**src/rtl/i2cm_pkg.sv**
```systemverilog
// ----------------------------------------------------------------------------
// i2cm_pkg
// Types and constants shared by the open-drain I2C master.
// ----------------------------------------------------------------------------
package i2cm_pkg;

	localparam int CFG_IDX_W  = 2;
	localparam int CFG_DATA_W = 12;

	localparam logic [CFG_DATA_W-1:0] QUARTER_RESET = 12'd100;
	localparam logic [CFG_DATA_W-1:0] SETUP_RESET   = 12'd400;

	typedef enum logic [CFG_IDX_W-1:0] {
		REG_QUARTER = 2'd0,
		REG_SETUP   = 2'd1
	} cfg_reg_t;

	typedef enum logic [2:0] {
		ACT_TICK  = 3'd0,
		ACT_START = 3'd1,
		ACT_WRITE = 3'd2,
		ACT_READ  = 3'd3,
		ACT_STOP  = 3'd4
	} action_t;

	typedef enum logic [3:0] {
		PH_IDLE        = 4'd0,
		PH_START_REL   = 4'd1,
		PH_START_SETUP = 4'd2,
		PH_START_HOLD  = 4'd3,
		PH_BIT_LA      = 4'd4,
		PH_BIT_LB      = 4'd5,
		PH_BIT_HA      = 4'd6,
		PH_BIT_HB      = 4'd7,
		PH_ACK_LA      = 4'd8,
		PH_ACK_LB      = 4'd9,
		PH_ACK_HA      = 4'd10,
		PH_ACK_HB      = 4'd11,
		PH_STOP_LOW    = 4'd12,
		PH_STOP_SCL    = 4'd13,
		PH_STOP_SDA    = 4'd14
	} phase_t;

	localparam logic [3:0] BITS_PER_BYTE = 4'd8;

	typedef struct packed {
		logic [2:0] action;
		logic [6:0] device_addr;
		logic       read_flag;
		logic [7:0] data_byte;
		logic       send_nack;
		logic       sda_level;
	} cmd_t;

	typedef struct packed {
		logic       scl_release;
		logic       sda_release;
		logic       busy_res;
		logic       rx_valid;
		logic [7:0] rx_byte;
	} res_t;

endpackage

```
**src/rtl/i2cm_cmd_if.sv**
```systemverilog
// ----------------------------------------------------------------------------
// i2cm_cmd_if
// Command channel: one timer tick with an optional byte-level command.
// ----------------------------------------------------------------------------
interface i2cm_cmd_if;
	logic       valid;
	logic       ready;
	logic [2:0] action;
	logic [6:0] device_addr;
	logic       read_flag;
	logic [7:0] data_byte;
	logic       send_nack;
	logic       sda_level;

	modport source (
		output valid, action, device_addr, read_flag, data_byte, send_nack, sda_level,
		input  ready
	);
	modport sink (
		input  valid, action, device_addr, read_flag, data_byte, send_nack, sda_level,
		output ready
	);
endinterface

```
**src/rtl/i2cm_res_if.sv**
```systemverilog
// ----------------------------------------------------------------------------
// i2cm_res_if
// Result channel: line levels and status after one tick.
// ----------------------------------------------------------------------------
interface i2cm_res_if;
	logic       valid;
	logic       ready;
	logic       scl_release;
	logic       sda_release;
	logic       busy_res;
	logic       rx_valid;
	logic [7:0] rx_byte;

	modport source (
		output valid, scl_release, sda_release, busy_res, rx_valid, rx_byte,
		input  ready
	);
	modport sink (
		input  valid, scl_release, sda_release, busy_res, rx_valid, rx_byte,
		output ready
	);
endinterface

```
**src/rtl/i2cm_cfg_if.sv**
```systemverilog
// ----------------------------------------------------------------------------
// i2cm_cfg_if
// Register write channel: register index and write data.
// ----------------------------------------------------------------------------
interface i2cm_cfg_if;
	logic        valid;
	logic        ready;
	logic [1:0]  index;
	logic [11:0] data;

	modport source (
		output valid, index, data,
		input  ready
	);
	modport sink (
		input  valid, index, data,
		output ready
	);
endinterface

```
**src/rtl/i2cm_core.sv**
```systemverilog
// ----------------------------------------------------------------------------
// i2cm_core
// Bus state machine of the I2C master: phase, tick counter, bit counter and
// shift register, advanced by one tick whenever step is high.
// ----------------------------------------------------------------------------
module i2cm_core
	import i2cm_pkg::*;
#(
	parameter int COUNTER_WIDTH = 12
) (
	input  logic                  clk,
	input  logic                  arst_n,
	input  logic                  step,
	input  cmd_t                  item,
	input  logic [CFG_DATA_W-1:0] quarter_ticks,
	input  logic [CFG_DATA_W-1:0] start_setup_ticks,
	output res_t                  nxt
);

	localparam int DW = ((COUNTER_WIDTH > CFG_DATA_W) ? COUNTER_WIDTH : CFG_DATA_W) + 1;
	localparam logic [DW-1:0] CAP = DW'(1) << COUNTER_WIDTH;

	phase_t                   phase_q, n_phase, enter_p;
	logic [COUNTER_WIDTH-1:0] tick_q, n_tick;
	logic [3:0]               bit_q, n_bit;
	logic [7:0]               shift_q, n_shift;
	logic [7:0]               rx_hold_q, n_rx_hold;
	logic                     scl_q, n_scl;
	logic                     sda_q, n_sda;
	logic                     nack_q, n_nack;
	logic                     reading_q, n_reading;
	logic                     enter_en;
	logic                     rxv;
	logic [CFG_DATA_W-1:0]    dur_raw;
	logic [DW-1:0]            dur;
	logic [DW-1:0]            cnt_inc;

	always_ff @(posedge clk or negedge arst_n) begin
		if (!arst_n) begin
			phase_q   <= PH_IDLE;
			tick_q    <= '0;
			bit_q     <= '0;
			shift_q   <= '0;
			rx_hold_q <= '0;
			scl_q     <= 1'b1;
			sda_q     <= 1'b1;
			nack_q    <= 1'b0;
			reading_q <= 1'b0;
		end else if (step) begin
			phase_q   <= n_phase;
			tick_q    <= n_tick;
			bit_q     <= n_bit;
			shift_q   <= n_shift;
			rx_hold_q <= n_rx_hold;
			scl_q     <= n_scl;
			sda_q     <= n_sda;
			nack_q    <= n_nack;
			reading_q <= n_reading;
		end
	end

	// phase duration, zero counts as one, saturated at the counter range
	always_comb begin
		dur_raw = (phase_q == PH_START_SETUP) ? start_setup_ticks : quarter_ticks;
		dur     = DW'(dur_raw);
		if (dur_raw == '0) begin
			dur = DW'(1);
		end else if (dur > CAP) begin
			dur = CAP;
		end
		cnt_inc = DW'(tick_q) + DW'(1);
	end

	always_comb begin
		n_phase   = phase_q;
		n_tick    = tick_q;
		n_bit     = bit_q;
		n_shift   = shift_q;
		n_rx_hold = rx_hold_q;
		n_scl     = scl_q;
		n_sda     = sda_q;
		n_nack    = nack_q;
		n_reading = reading_q;
		enter_en  = 1'b0;
		enter_p   = PH_IDLE;
		rxv       = 1'b0;

		if (phase_q == PH_IDLE) begin
			unique case (action_t'(item.action))
				ACT_START: begin
					n_shift   = {item.device_addr, item.read_flag};
					n_reading = 1'b0;
					n_bit     = '0;
					enter_en  = 1'b1;
					enter_p   = PH_START_REL;
				end
				ACT_WRITE: begin
					n_shift   = item.data_byte;
					n_reading = 1'b0;
					n_bit     = '0;
					enter_en  = 1'b1;
					enter_p   = PH_BIT_LA;
				end
				ACT_READ: begin
					n_shift   = '0;
					n_reading = 1'b1;
					n_nack    = item.send_nack;
					n_bit     = '0;
					enter_en  = 1'b1;
					enter_p   = PH_BIT_LA;
				end
				ACT_STOP: begin
					enter_en = 1'b1;
					enter_p  = PH_STOP_LOW;
				end
				default: ;
			endcase
		end else if (cnt_inc >= dur) begin
			enter_en = 1'b1;
			unique case (phase_q)
				PH_START_REL:   enter_p = PH_START_SETUP;
				PH_START_SETUP: enter_p = PH_START_HOLD;
				PH_START_HOLD: begin
					n_bit   = '0;
					enter_p = PH_BIT_LA;
				end
				PH_BIT_LA:      enter_p = PH_BIT_LB;
				PH_BIT_LB:      enter_p = PH_BIT_HA;
				PH_BIT_HA: begin
					n_shift = {shift_q[6:0], reading_q & item.sda_level};
					enter_p = PH_BIT_HB;
				end
				PH_BIT_HB: begin
					n_bit   = bit_q + 4'd1;
					enter_p = (n_bit >= BITS_PER_BYTE) ? PH_ACK_LA : PH_BIT_LA;
				end
				PH_ACK_LA:      enter_p = PH_ACK_LB;
				PH_ACK_LB:      enter_p = PH_ACK_HA;
				PH_ACK_HA:      enter_p = PH_ACK_HB;
				PH_ACK_HB: begin
					enter_en = 1'b0;
					n_scl    = 1'b0;
					n_sda    = 1'b0;
					if (reading_q) begin
						n_rx_hold = shift_q;
						rxv       = 1'b1;
						n_reading = 1'b0;
					end
					n_phase = PH_IDLE;
					n_tick  = '0;
				end
				PH_STOP_LOW:    enter_p = PH_STOP_SCL;
				PH_STOP_SCL:    enter_p = PH_STOP_SDA;
				default: begin
					enter_en = 1'b0;
					n_phase  = PH_IDLE;
					n_tick   = '0;
				end
			endcase
		end else begin
			n_tick = cnt_inc[COUNTER_WIDTH-1:0];
		end

		if (enter_en) begin
			n_phase = enter_p;
			n_tick  = '0;
			unique case (enter_p)
				PH_START_REL:   n_sda = 1'b1;
				PH_START_SETUP: begin
					n_scl = 1'b1;
					n_sda = 1'b1;
				end
				PH_START_HOLD:  n_sda = 1'b0;
				PH_BIT_LA: begin
					n_scl = 1'b0;
					n_sda = n_reading | n_shift[7];
				end
				PH_BIT_HA:      n_scl = 1'b1;
				PH_ACK_LA: begin
					n_scl = 1'b0;
					n_sda = n_reading ? n_nack : 1'b1;
				end
				PH_ACK_HA:      n_scl = 1'b1;
				PH_STOP_LOW: begin
					n_scl = 1'b0;
					n_sda = 1'b0;
				end
				PH_STOP_SCL:    n_scl = 1'b1;
				PH_STOP_SDA:    n_sda = 1'b1;
				default: ;
			endcase
		end

		nxt.scl_release = n_scl;
		nxt.sda_release = n_sda;
		nxt.busy_res    = (n_phase != PH_IDLE);
		nxt.rx_valid    = rxv;
		nxt.rx_byte     = n_rx_hold;
	end

	a_rx_from_read_ack: assert property (@(posedge clk) disable iff (!arst_n)
		(step && nxt.rx_valid) |-> (phase_q == PH_ACK_HB && reading_q))
		else $error("received byte reported outside a read ack slot");

	a_hold_without_step: assert property (@(posedge clk) disable iff (!arst_n)
		!step |=> ($stable(phase_q) && $stable(tick_q) && $stable(shift_q)))
		else $error("state moved without a tick");

	a_bit_count_range: assert property (@(posedge clk) disable iff (!arst_n)
		bit_q <= BITS_PER_BYTE)
		else $error("bit counter past one byte");

	a_idle_tick_stays_idle: assert property (@(posedge clk) disable iff (!arst_n)
		(step && phase_q == PH_IDLE && item.action == ACT_TICK) |=>
		(phase_q == PH_IDLE && $stable(scl_q) && $stable(sda_q)))
		else $error("idle tick changed the bus");

endmodule

```
**src/rtl/i2c_open_drain_master.sv**
```systemverilog
// ----------------------------------------------------------------------------
// i2c_open_drain_master
// Open-drain I2C master driven by one timer tick per command transfer.
//
//   channel  dir  payload
//   cmd      in   action, device_addr, read_flag, data_byte, send_nack, sda_level
//   res      out  scl_release, sda_release, busy_res, rx_valid, rx_byte
//   cfg      in   index, data (quarter_ticks, start_setup_ticks)
//
// one transfer per cycle sustained unless the result stalls; a command passes
// the input register, then the result register after the bus state update
// the next-state logic of the bus state machine sets the cycle
// reset puts both lines released, idle, registers at 100 and 400 ticks
// a stalled result holds; the input register keeps taking transfers
// while the result register is empty or being taken
// ----------------------------------------------------------------------------
module i2c_open_drain_master
	import i2cm_pkg::*;
#(
	parameter int COUNTER_WIDTH = 12
) (
	input  logic       clk,
	input  logic       arst_n,
	i2cm_cmd_if.sink   cmd,
	i2cm_res_if.source res,
	i2cm_cfg_if.sink   cfg
);

	logic                  valid_s1;
	cmd_t                  cmd_s1;
	logic                  out_valid_q;
	res_t                  res_q;
	res_t                  nxt;
	logic                  step;
	logic [CFG_DATA_W-1:0] quarter_q;
	logic [CFG_DATA_W-1:0] setup_q;

	assign step      = valid_s1 && (!out_valid_q || res.ready);
	assign cmd.ready = !valid_s1 || step;
	assign cfg.ready = 1'b1;

	always_ff @(posedge clk or negedge arst_n) begin
		if (!arst_n) begin
			valid_s1 <= 1'b0;
		end else if (cmd.ready) begin
			valid_s1 <= cmd.valid;
		end
	end

	always_ff @(posedge clk) begin
		if (cmd.valid && cmd.ready) begin
			cmd_s1 <= '{action:      cmd.action,
			            device_addr: cmd.device_addr,
			            read_flag:   cmd.read_flag,
			            data_byte:   cmd.data_byte,
			            send_nack:   cmd.send_nack,
			            sda_level:   cmd.sda_level};
		end
	end

	always_ff @(posedge clk or negedge arst_n) begin
		if (!arst_n) begin
			out_valid_q <= 1'b0;
		end else if (step) begin
			out_valid_q <= 1'b1;
		end else if (res.ready) begin
			out_valid_q <= 1'b0;
		end
	end

	always_ff @(posedge clk) begin
		if (step) begin
			res_q <= nxt;
		end
	end

	always_ff @(posedge clk or negedge arst_n) begin
		if (!arst_n) begin
			quarter_q <= QUARTER_RESET;
			setup_q   <= SETUP_RESET;
		end else if (cfg.valid && cfg.ready) begin
			unique case (cfg_reg_t'(cfg.index))
				REG_QUARTER: quarter_q <= cfg.data;
				REG_SETUP:   setup_q   <= cfg.data;
				default: ;
			endcase
		end
	end

	i2cm_core #(
		.COUNTER_WIDTH(COUNTER_WIDTH)
	) u_core (
		.clk               (clk),
		.arst_n            (arst_n),
		.step              (step),
		.item              (cmd_s1),
		.quarter_ticks     (quarter_q),
		.start_setup_ticks (setup_q),
		.nxt               (nxt)
	);

	assign res.valid       = out_valid_q;
	assign res.scl_release = res_q.scl_release;
	assign res.sda_release = res_q.sda_release;
	assign res.busy_res    = res_q.busy_res;
	assign res.rx_valid    = res_q.rx_valid;
	assign res.rx_byte     = res_q.rx_byte;

endmodule
```
**src/flat_wrapper.sv**
```systemverilog
// flat-port wrapper written by rule: the top's interface ports become plain ports
module i2c_open_drain_master_flat import i2cm_pkg::*;
#(
	parameter int COUNTER_WIDTH = 12
)
  (clk, arst_n, cmd_valid, cmd_action, cmd_device_addr, cmd_read_flag, cmd_data_byte, cmd_send_nack, cmd_sda_level, cmd_ready, res_valid, res_scl_release, res_sda_release, res_busy_res, res_rx_valid, res_rx_byte, res_ready, cfg_valid, cfg_index, cfg_data, cfg_ready);
  i2cm_cmd_if cmd_i ();
  i2cm_res_if res_i ();
  i2cm_cfg_if cfg_i ();
  input  logic clk;
  input  logic arst_n;
  input wire logic [$bits(cmd_i.valid)-1:0] cmd_valid;
  input wire logic [$bits(cmd_i.action)-1:0] cmd_action;
  input wire logic [$bits(cmd_i.device_addr)-1:0] cmd_device_addr;
  input wire logic [$bits(cmd_i.read_flag)-1:0] cmd_read_flag;
  input wire logic [$bits(cmd_i.data_byte)-1:0] cmd_data_byte;
  input wire logic [$bits(cmd_i.send_nack)-1:0] cmd_send_nack;
  input wire logic [$bits(cmd_i.sda_level)-1:0] cmd_sda_level;
  output wire logic [$bits(cmd_i.ready)-1:0] cmd_ready;
  output wire logic [$bits(res_i.valid)-1:0] res_valid;
  output wire logic [$bits(res_i.scl_release)-1:0] res_scl_release;
  output wire logic [$bits(res_i.sda_release)-1:0] res_sda_release;
  output wire logic [$bits(res_i.busy_res)-1:0] res_busy_res;
  output wire logic [$bits(res_i.rx_valid)-1:0] res_rx_valid;
  output wire logic [$bits(res_i.rx_byte)-1:0] res_rx_byte;
  input wire logic [$bits(res_i.ready)-1:0] res_ready;
  input wire logic [$bits(cfg_i.valid)-1:0] cfg_valid;
  input wire logic [$bits(cfg_i.index)-1:0] cfg_index;
  input wire logic [$bits(cfg_i.data)-1:0] cfg_data;
  output wire logic [$bits(cfg_i.ready)-1:0] cfg_ready;
  assign cmd_i.valid = cmd_valid;
  assign cmd_i.action = cmd_action;
  assign cmd_i.device_addr = cmd_device_addr;
  assign cmd_i.read_flag = cmd_read_flag;
  assign cmd_i.data_byte = cmd_data_byte;
  assign cmd_i.send_nack = cmd_send_nack;
  assign cmd_i.sda_level = cmd_sda_level;
  assign cmd_ready = cmd_i.ready;
  assign res_valid = res_i.valid;
  assign res_scl_release = res_i.scl_release;
  assign res_sda_release = res_i.sda_release;
  assign res_busy_res = res_i.busy_res;
  assign res_rx_valid = res_i.rx_valid;
  assign res_rx_byte = res_i.rx_byte;
  assign res_i.ready = res_ready;
  assign cfg_i.valid = cfg_valid;
  assign cfg_i.index = cfg_index;
  assign cfg_i.data = cfg_data;
  assign cfg_ready = cfg_i.ready;
  i2c_open_drain_master #(.COUNTER_WIDTH(COUNTER_WIDTH)) u_core (.clk(clk), .arst_n(arst_n), .cmd(cmd_i), .res(res_i), .cfg(cfg_i));
endmodule
```
**config.mk**
```make
export PLATFORM = sky130hd
export DESIGN_NAME = i2c_open_drain_master_flat
export DESIGN_NICKNAME = d
export VERILOG_FILES = /design/src/rtl/i2cm_pkg.sv /design/src/rtl/i2cm_cmd_if.sv /design/src/rtl/i2cm_res_if.sv /design/src/rtl/i2cm_cfg_if.sv /design/src/rtl/i2cm_core.sv /design/src/rtl/i2c_open_drain_master.sv /design/src/flat_wrapper.sv
export SDC_FILE = /design/constraint.sdc
export NUM_CORES = 1
export LEC_CHECK = 0
export BUFFER_PORTS_ARGS = -buffer_cell sky130_fd_sc_hd__buf_2
export CAP_MARGIN = 20
export CORE_AREA = 2 2 95 97
export DETAILED_ROUTE_END_ITERATION = 16
export DIE_AREA = 0 0 97 99
export HOLD_SLACK_MARGIN = 0.05
export PLACE_DENSITY = 0.79
export SETUP_SLACK_MARGIN = 0.4
export SLEW_MARGIN = 10
export SYNTH_ARGS = -nofsm -noshare
export SYNTH_HDL_FRONTEND = slang
export SYNTH_SLANG_ARGS = --single-unit
```
**constraint.sdc**
```tcl
create_clock -name clk -period 4.5 [get_ports clk]
set_input_delay 0.9 -clock clk [delete_from_list [all_inputs] [get_ports clk]]
set_output_delay 0.9 -clock clk [all_outputs]
set_load 0.02 [all_outputs]
```
==> results by group, run 1 <==
Die
  • Site Rows: 34
  • Die Y: 99 um
  • Core ar.: 8550 um^2
  • Die area: 9600 um^2
  • Die W: 97 um
  • Initial core utilization: 57.7%
  • I/O pin cnt: 55

Synthesis
  • Synthesized cell area: 4930 um^2
  • Post-synth EDFFs: 33
  • Post-synthesis sequential area ratio: 53.8%
  • Asr flop ratio synth: 66.7%
  • Synthesis-stage register bit count: 99
  • Syn_nets: 484
  • Avg Inst Size Synth: 11.5 um^2
  • Syn Inst Count: 430
  • Yosys Warn Count: 0
  • Predominant post-synthesis flop cell: dfrtp_1
  • Yosys cell types: 66

Routing
  • Wire per inst: 17.2 um
  • Final WL: 10300 um
  • Vias: 3650
  • Vias per cell: 6.06
  • Number of DRC markers in iteration 0: 237
  • Routed Antenna Nets: 0
  • Drt pass-1 iters: 5
  • DRC errors left: 0

Timing
  • Fmax: 0.252 GHz
  • Final TNS setup: 0 ps
  • Slew headroom: 31.7%
  • # setup viols final: 0
  • Fin. max-slew vios: 0
  • Worst Tran Pin Value: 1020 ps
  • Unrepaired setup endpoints after global routing: false
  • Min Clock Period, post-route: 3960 ps
  • Final hold viol count: 0
  • Clock Skews: 12.2 ps
  • Final period util: 88.1%

Setup path
  • Reg-to-Reg Start: u_core.u_core.phase_q[1]$_DFFE_PN0P_
  • Reg2reg path depth: 15
  • Worst path required time: 4640 ps
  • Flop2flop setup slack: 540 ps
  • CP Launch Type: flop
  • Worst Setup End Kind: flop
  • Critical path class: reg2reg
  • Arrival @ worst endpoint: 4100 ps
  • Crit Path Max Fanout: 7
  • Setup crit start: u_core.u_core.phase_q[1]$_DFFE_PN0P_
  • RR Endpoint: u_core.res.sda_release$_DFFE_PP_

Flow run
  • Max Cap Viol: 0

Placed design
  • Final HPWL DP: 7340 um
  • Dpl cell area: 5320 um^2
  • RePlAce Congestion: 0.898
  • I/O Buffers: 53

Clock network
  • CTS buffer count: 9
  • CTS tree: done
  • Max Root-Sink Buffers: 2
  • Worst-path clk slew: 110 ps
  • Clock sinks: 99
  • Clk_lat worst skew: 370 ps
  • Clock Root Buffer: clkbuf_8
  • Number of H-tree levels: 3
  • Hold buffers post-CTS: 0

Layout
  • Most frequent cells in the layout: 56 x dfrtp_1, 54 x nand2_1, 53 x buf_2
  • Sequential standard cell area: 2660 um^2
  • Share of cells above drive strength 1: 27.9%
  • Fin nets: 543
  • Antenna cells: 0
  • Final Util: 65.7%
  • Post-route cell area: 5620 um^2
  • Area delta synth->final: 14.0%
  • Multi-input gate area: 2230 um^2
  • Commonest non-fill, non-tap cell in the layout: dfrtp_1
  • Fill count: 630

Global routing
  • Pin count of the biggest net entering global routing: 37
  • Total GRT Usage: 22.5%
  • Vias in the first global route: 3665
  • Grt total ovfl: 0
  • First-pass GRT wire length: 17500 um
  • Antenna violations before repair: 0

Status
  • Status: complete, no violations

Power
  • Leak: 2.43 nW
  • Power per cell area: 436 nW/um^2
  • Worst VDD drop: 0.000252 V

Min path
  • Worst min path class: reg2reg
  • Worst hold endpoint: u_core.u_core.nack_q$_DFFE_PN0P_
  • Min-delay src: u_core.cmd_s1[1]$_DFFE_PP_
  • Cells on Worst Hold Path: 1
==> stage by stage <==
stage,hold slack [ps],setup slack [ps],instances,total power [mW]
5_1_grt,487,366,602,2.58
4_1_cts,471,498,600,2.43
2_1_floorplan,430,545,430,1.64
3_3_place_gp,447,372,583,1.80
6_report,460,537,602,2.45
3_5_place_dp,461,235,583,1.83
==> flip-flops by register name, summed over array words and instances (netlist names), 4 cells and up <==
signal	count
u_core.setup_q	12
u_core.cmd_s1	21
u_core.u_core.rx_hold_q	8
u_core.u_core.bit_q	4
u_core.u_core.shift_q	8
u_core.res.rx_byte	8
u_core.u_core.phase_q	4
u_core.quarter_q	12
u_core.u_core.tick_q	12
==> cell type report <==
| class | count | area share [%] |
|---|---|---|
| clock inverters | 7 | 1.47 |
| repair buffers | 66 | 6.59 |
| clock buffers | 9 | 2.20 |
| flip-flops and latches | 99 | 47.2 |
| well taps | 108 | 2.40 |
| multi-input cells | 307 | 39.7 |
| inverters | 6 | 0.401 |
==> critical path, stage by stage, from the launching register on <==
cell and delay (ps):
dfrtp_2 370, inv_1 130, nor4_4 400, buf_6 220
mux2i_1 360, nand3_1 170, o31ai_2 200, ha_1 160
nand2_1 40, or3_1 310, a31oi_2 230, or3_1 320
a22o_2 230, o21ai_2 50, a221o_1 330, or2_1 210
==> logic make-up after synthesis <==
| logic type | share of synthesized area (%) |
|---|---|
| other cells | 0.0760 |
| simple gates | 13.3 |
| xor+xnor | 2.13 |
| flops | 53.8 |
| compound gates | 13.9 |
| mux | 10.9 |
| buf+inv | 2.28 |
| fa+ha+maj | 3.55 |
==> per-layer routing <==
| metal | wire length (um) | track usage [%] | vias up |
|---|---|---|---|
| li1 | - | - | 1719 |
| met4 | 231 | 9.64 | 0 |
| met3 | 508 | 3.97 | 24 |
| met1 | 4570 | 30.2 | 1781 |
| met2 | 5030 | 36.6 | 126 |
| met5 | 0 | 0 | - |
==> worst max-delay path by stage <==
stage	endpoint	slack [ps]	cells past startpoint
floorplan	u_core.res.sda_release$_DFFE_PP_	550	16
global placement	u_core.res.sda_release$_DFFE_PP_	370	16
detailed placement	u_core.res.sda_release$_DFFE_PP_	240	16
CTS	u_core.res.sda_release$_DFFE_PP_	500	15
global route	u_core.u_core.rx_hold_q[3]$_DFFE_PN0P_	370	14
finish	u_core.res.sda_release$_DFFE_PP_	540	15
==> cells in the mapped netlist, types with 3 or more instances <==
cell type,count,area (um^2)
a21oi_1,9,45.0
nor2_1,23,86.3
o31ai_1,4,30.0
a22oi_1,6,45.0
o211a_1,3,30.0
mux2_1,9,101
nor2b_1,7,43.8
o21ai_0,13,65.1
nor3_1,7,35.0
nand2_1,54,203
o21ai_1,13,65.1
mux2i_1,13,130
a22o_1,15,131
a211o_1,4,35.0
a31oi_1,4,25.0
xnor2_1,6,52.6
dfstp_2,8,210
and2_1,3,18.8
nor4_1,4,25.0
edfxtp_1,33,991
buf_2,6,30.0
nand3_1,11,55.1
nand4_1,5,31.3
dfrtp_1,58,1450
ha_1,14,175
xor2_1,6,52.6
clkbuf_1,8,30.0
inv_1,4,15.0
and3_1,3,18.8
mux2_2,26,293
nand2b_1,6,37.5
==> power breakdown <==
group / internal, mW / switching [mW]
Combinational: 0.281 / 0.386
Sequential: 1.07 / 0.119
Clock: 0.267 / 0.325
==> repair_timing <==
item                                    4_1_cts  5_1_grt
setup buffers                                 1        1
resized for setup                             4       14
pin swaps                                     0        1
cloned                                        0        1
endpoints found under the setup margin       28       17
Note: power is estimated with default switching activity, not from simulation.
==> run 2: changes to the inputs <==
--- a/config.mk
+++ b/config.mk
@@ -6,9 +6,10 @@
 export NUM_CORES = 1
 export LEC_CHECK = 0
+export ABC_AREA = 1
 export BUFFER_PORTS_ARGS = -buffer_cell sky130_fd_sc_hd__buf_2
 export CAP_MARGIN = 20
-export CORE_AREA = 2 2 95 97
+export CORE_AREA = 2 2 96 98
 export DETAILED_ROUTE_END_ITERATION = 16
-export DIE_AREA = 0 0 97 99
+export DIE_AREA = 0 0 98 100
 export HOLD_SLACK_MARGIN = 0.05
 export PLACE_DENSITY = 0.79
==> constraint.sdc (replaced) <==
create_clock -name clk -period 4.5 [get_ports clk]
set_input_delay 0.675 -clock clk [delete_from_list [all_inputs] [get_ports clk]]
set_output_delay 0.675 -clock clk [all_outputs]
set_load 0.02 [all_outputs]
==> run 2 against run 1 <==
Setup slack gained 330 ps. Sequential power grew 12%. Synthesized cell count grew 32%. Clock skew grew 9.4 ps. Utilization shrank 2.7 points. Worst hold slack gained 3.5 ps. Non-clock buffer count shrank 11. Maximum frequency grew 9.0%. Critical path type unchanged. Largest power group is now combinational cells.
==> results by group, run 2 <==
Routing
  • Met2 WL: 4740 um (was 5030 um)
  • Uppermost layer routed: met4 (unchanged)
  • Final WL: 10200 um (was 10300 um)
  • Routed length on met1: 4800 um (was 4570 um)
  • Vias per cell: 5.37 (was 6.06)
  • DRC errors left: 0 (unchanged)
  • Vias: 3928 (was 3650)
  • Number of DRC markers in iteration 0: 248 (was 237)
  • Routed Antenna Nets: 0 (unchanged)
  • Drt pass-1 iters: 5 (unchanged)
  • WL met3: 510 um (was 508 um)
  • Wire per inst: 14.0 um (was 17.2 um)

Die
  • Die W: 98 um (was 97 um)
  • Site Rows: 35 (was 34)
  • Initial core utilization: 57.3% (was 57.7%)
  • I/O pin cnt: 55 (unchanged)
  • Die area: 9800 um^2 (was 9600 um^2)
  • Core ar.: 8890 um^2 (was 8550 um^2)
  • Die Y: 100 um (was 99 um)

Setup path
  • Critical path class: reg2reg (unchanged)
  • Critical path's top delay family: simple AND/OR/NAND/NOR gates (unchanged)
  • Crit Path Max Fanout: 17 (was 7)
  • CP Launch Type: flop (unchanged)
  • Worst Setup End Kind: flop (unchanged)
  • Worst path required time: 4790 ps (was 4640 ps)
  • Max incr delay on CP: 430 ps (was 400 ps)
  • Crit-path cells: inv_1 -> nor2_1 -> nand2_2 -> mux2i_1 -> nand4_1 -> o31ai_1 -> ha_1 -> inv_1 -> nor2_1 -> nand2_1 -> nor2_1 -> nor2_1 -> nand2_1 -> nand2_2 -> nand2_4 -> nand2_2 -> nor2_4 -> nand2_1 -> o21ai_2 -> nand2_1 -> o21ai_0 (was inv_1 -> nor4_4 -> buf_6 -> mux2i_1 -> nand3_1 -> o31ai_2 -> ha_1 -> nand2_1 -> or3_1 -> a31oi_2 -> or3_1 -> a22o_2 -> o21ai_2 -> a221o_1 -> or2_1)
  • Crit path buffers/inverters: 2 (unchanged)
  • CP max stage cell: dfrtp_1 (was nor4_4)
  • Arrival @ worst endpoint: 3930 ps (was 4100 ps)

Timing
  • Final period util: 80.8% (was 88.1%)
  • # setup viols final: 0 (unchanged)
  • Fin. max-slew vios: 0 (unchanged)
  • Min Clock Period, post-route: 3640 ps (was 3960 ps)
  • Fmax: 0.275 GHz (was 0.252 GHz)
  • Final TNS setup: 0 ps (unchanged)
  • Unrepaired setup endpoints after global routing: false (unchanged)
  • Clock Skews: 21.6 ps (was 12.2 ps)
  • Slew headroom: 38.1% (was 31.7%)
  • Worst Tran Pin Value: 924 ps (was 1020 ps)
  • Final hold viol count: 0 (unchanged)
  • Min Hold Slack: 463 ps (was 460 ps)

Layout
  • Fill count: 738 (was 630)
  • Fin nets: 669 (was 543)
  • Max reg flops: 21 (unchanged)
  • Biggest register: u_core.cmd_s1 (unchanged)
  • Sequential standard cell area: 2650 um^2 (was 2660 um^2)
  • Commonest non-fill, non-tap cell in the layout: nand2_1 (was dfrtp_1)
  • Multi-input gate area: 2020 um^2 (was 2230 um^2)
  • Share of cells above drive strength 1: 18.5% (was 27.9%)
  • Most frequent cells in the layout: 134 x nand2_1, 83 x inv_1, 63 x o21ai_0 (was 56 x dfrtp_1, 54 x nand2_1, 53 x buf_2)
  • Antenna cells: 0 (unchanged)
  • Area delta synth->final: 10.1% (was 14.0%)

Global routing
  • Grt total ovfl: 0 (unchanged)
  • First-pass GRT wire length: 17300 um (was 17500 um)
  • Total GRT Usage: 21.9% (was 22.5%)
  • Pin count of the biggest net entering global routing: 67 (was 37)
  • Antenna violations before repair: 0 (unchanged)
  • Vias in the first global route: 3705 (was 3665)

Clock network
  • Hold buffers post-CTS: 0 (unchanged)
  • Max Root-Sink Buffers: 2 (unchanged)
  • CTS buffer count: 9 (unchanged)
  • Worst-path clk slew: 110 ps (about the same)
  • Number of H-tree levels: 3 (unchanged)
  • Clock sinks: 99 (unchanged)
  • Clk_lat worst skew: 380 ps (was 370 ps)
  • Clock Root Buffer: clkbuf_8 (unchanged)
  • CTS tree: done (unchanged)

Synthesis
  • Asr flop ratio synth: 66.7% (unchanged)
  • Most common cell in the netlist: nand2_1 (was dfrtp_1)
  • Predominant post-synthesis flop cell: dfrtp_1 (unchanged)
  • Post-synthesis sequential area ratio: 52.1% (was 53.8%)
  • Syn_nets: 620 (was 484)
  • Yosys cell types: 40 (was 66)
  • Synth area leaders: dfrtp_1 29%, edfxtp_1 19%, nand2_1 10%, o21ai_0 6.2%, inv_1 6.1% (was dfrtp_1 29%, edfxtp_1 20%, mux2_2 5.9%, dfstp_2 4.3%, nand2_1 4.1%)
  • Top cells by count, synth: 135 x nand2_1, 83 x inv_1, 63 x o21ai_0, 58 x dfrtp_1, 33 x edfxtp_1 (was 58 x dfrtp_1, 54 x nand2_1, 33 x edfxtp_1, 26 x mux2_2, 23 x nor2_1)
  • Post-synth EDFFs: 33 (unchanged)
  • Syn Inst Count: 566 (was 430)
  • Share of Yosys cell area claimed by the top area cell type: 28.5% (was 29.4%)
  • Largest area contributor in the netlist: dfrtp_1 (unchanged)
  • Synthesis-stage register bit count: 99 (unchanged)
  • Yosys Warn Count: 0 (unchanged)
  • Avg Inst Size Synth: 8.99 um^2 (was 11.5 um^2)
  • Synthesized cell area: 5090 um^2 (was 4930 um^2)

Placed design
  • I/O Buffers: 53 (unchanged)
  • Final HPWL DP: 7410 um (was 7340 um)
  • RePlAce Congestion: 0.874 (was 0.898)

Flow run
  • Max Cap Viol: 0 (unchanged)

Power
  • Worst VDD drop: 0.000265 V (was 0.000252 V)
  • Power per cell area: 581 nW/um^2 (was 436 nW/um^2)
  • Leak: 2.67 nW (was 2.43 nW)

Min path
  • Worst min path class: in2async (was reg2reg)

Status
  • Status: complete, no violations (unchanged)
-- run 2: changes by cell type after synthesis, moves of 8 or more --
cell | previous run | this run
mux2_1 | 9 | 0
o21ai_1 | 13 | 2
mux2_2 | 26 | 0
o22ai_1 | 2 | 13
o21ai_0 | 13 | 63
nand2_1 | 54 | 135
a22o_1 | 15 | 0
nor2_1 | 23 | 31
inv_1 | 4 | 83
-- run 2: report_power, final --
| part | internal [mW] | leakage [nW] | switching (mW) | total, mW |
|---|---|---|---|---|
| Sequential | 1.20 | 1.16 | 0.138 | 1.33 |
| Combinational | 0.459 | 1.42 | 0.910 | 1.37 |
| Clock | 0.227 | 0.0958 | 0.327 | 0.554 |
-- run 2: final timing paths --
| kind | slack (ps) | end | depth (start not counted) | start |
|---|---|---|---|---|
| min in group clk | 470 | u_core.cmd_s1[4]$_DFFE_PP_ | 1 | cmd_data_byte[2] |
| max in group asynchronous | 3470 | u_core.setup_q[6]$_DFFE_PN0P_ | 2 | arst_n |
| setup / recovery | 860 | u_core.u_core.rx_hold_q[1]$_DFFE_PN0P_ | 21 | u_core.u_core.phase_q[1]$_DFFE_PN0P_ |
| hold reg to reg | 470 | u_core.u_core.sda_q$_DFFE_PN1P_ | 2 | u_core.u_core.sda_q$_DFFE_PN1P_ |
| setup reg to reg | 860 | u_core.u_core.rx_hold_q[1]$_DFFE_PN0P_ | 21 | u_core.u_core.phase_q[1]$_DFFE_PN0P_ |
| hold / removal | 460 | u_core.u_core.rx_hold_q[2]$_DFFE_PN0P_ | 2 | arst_n |
-- run 2: timing repair --
action                                 in CTS  in global routing
setup endpoints to repair                   0                 26
endpoints found under the hold margin       0                  0
buffers inserted                            0                  0
gates resized for setup                     0                  1
-- run 2: final cells by class --
cell class,instances,share of cell area [%]
Clock inverter,6,0.960
Timing Repair Buffer,55,5.00
Tap cell,111,2.48
Sequential cell,99,47.3
Clock buffer,10,2.46
Multi-Input combinational cell,364,36.0
Inverter,86,5.76
-- run 2: per-layer routing --
metal / track usage, % / vias up
met4: 7.26 / 0
met2: 34.1 / 109
met1: 30.8 / 1846
met3: 4.81 / 15
met5: 0 / -
li1: - / 1958
-- run 2: per-stage QoR --
| step | power, mW | cells | utilization [%] | cell area [um^2] | setup WS (ps) |
|---|---|---|---|---|---|
| 3_5_place_dp | 2.70 | 715 | 60.9 | 5410 | 764 |
| 4_1_cts | 3.26 | 731 | 63.0 | 5600 | 722 |
| 5_1_grt | 3.51 | 731 | 63.1 | 5610 | 392 |
| 6_report | 3.26 | 731 | 63.1 | 5610 | 863 |
| 2_1_floorplan | 2.39 | 566 | - | 5090 | 1530 |
| 3_3_place_gp | 2.65 | 715 | 60.9 | 5410 | 988 |
-- run 2: cell families (layout without fill, tap and decap cells) --
family / Yosys count / in the layout / synth area share (%)
adders and majority gates: 14 / 14 / 3.44
buffers and inverters: 103 / 157 / 8.28
other: 1 / 1 / 0.0737
DFF: 99 / 99 / 52.1
muxes: 12 / 12 / 2.36
and+or+nand+nor: 214 / 214 / 18.6
xor gates and xnor gates: 9 / 9 / 1.55
AOI/OAI and AO/OA: 114 / 114 / 13.6
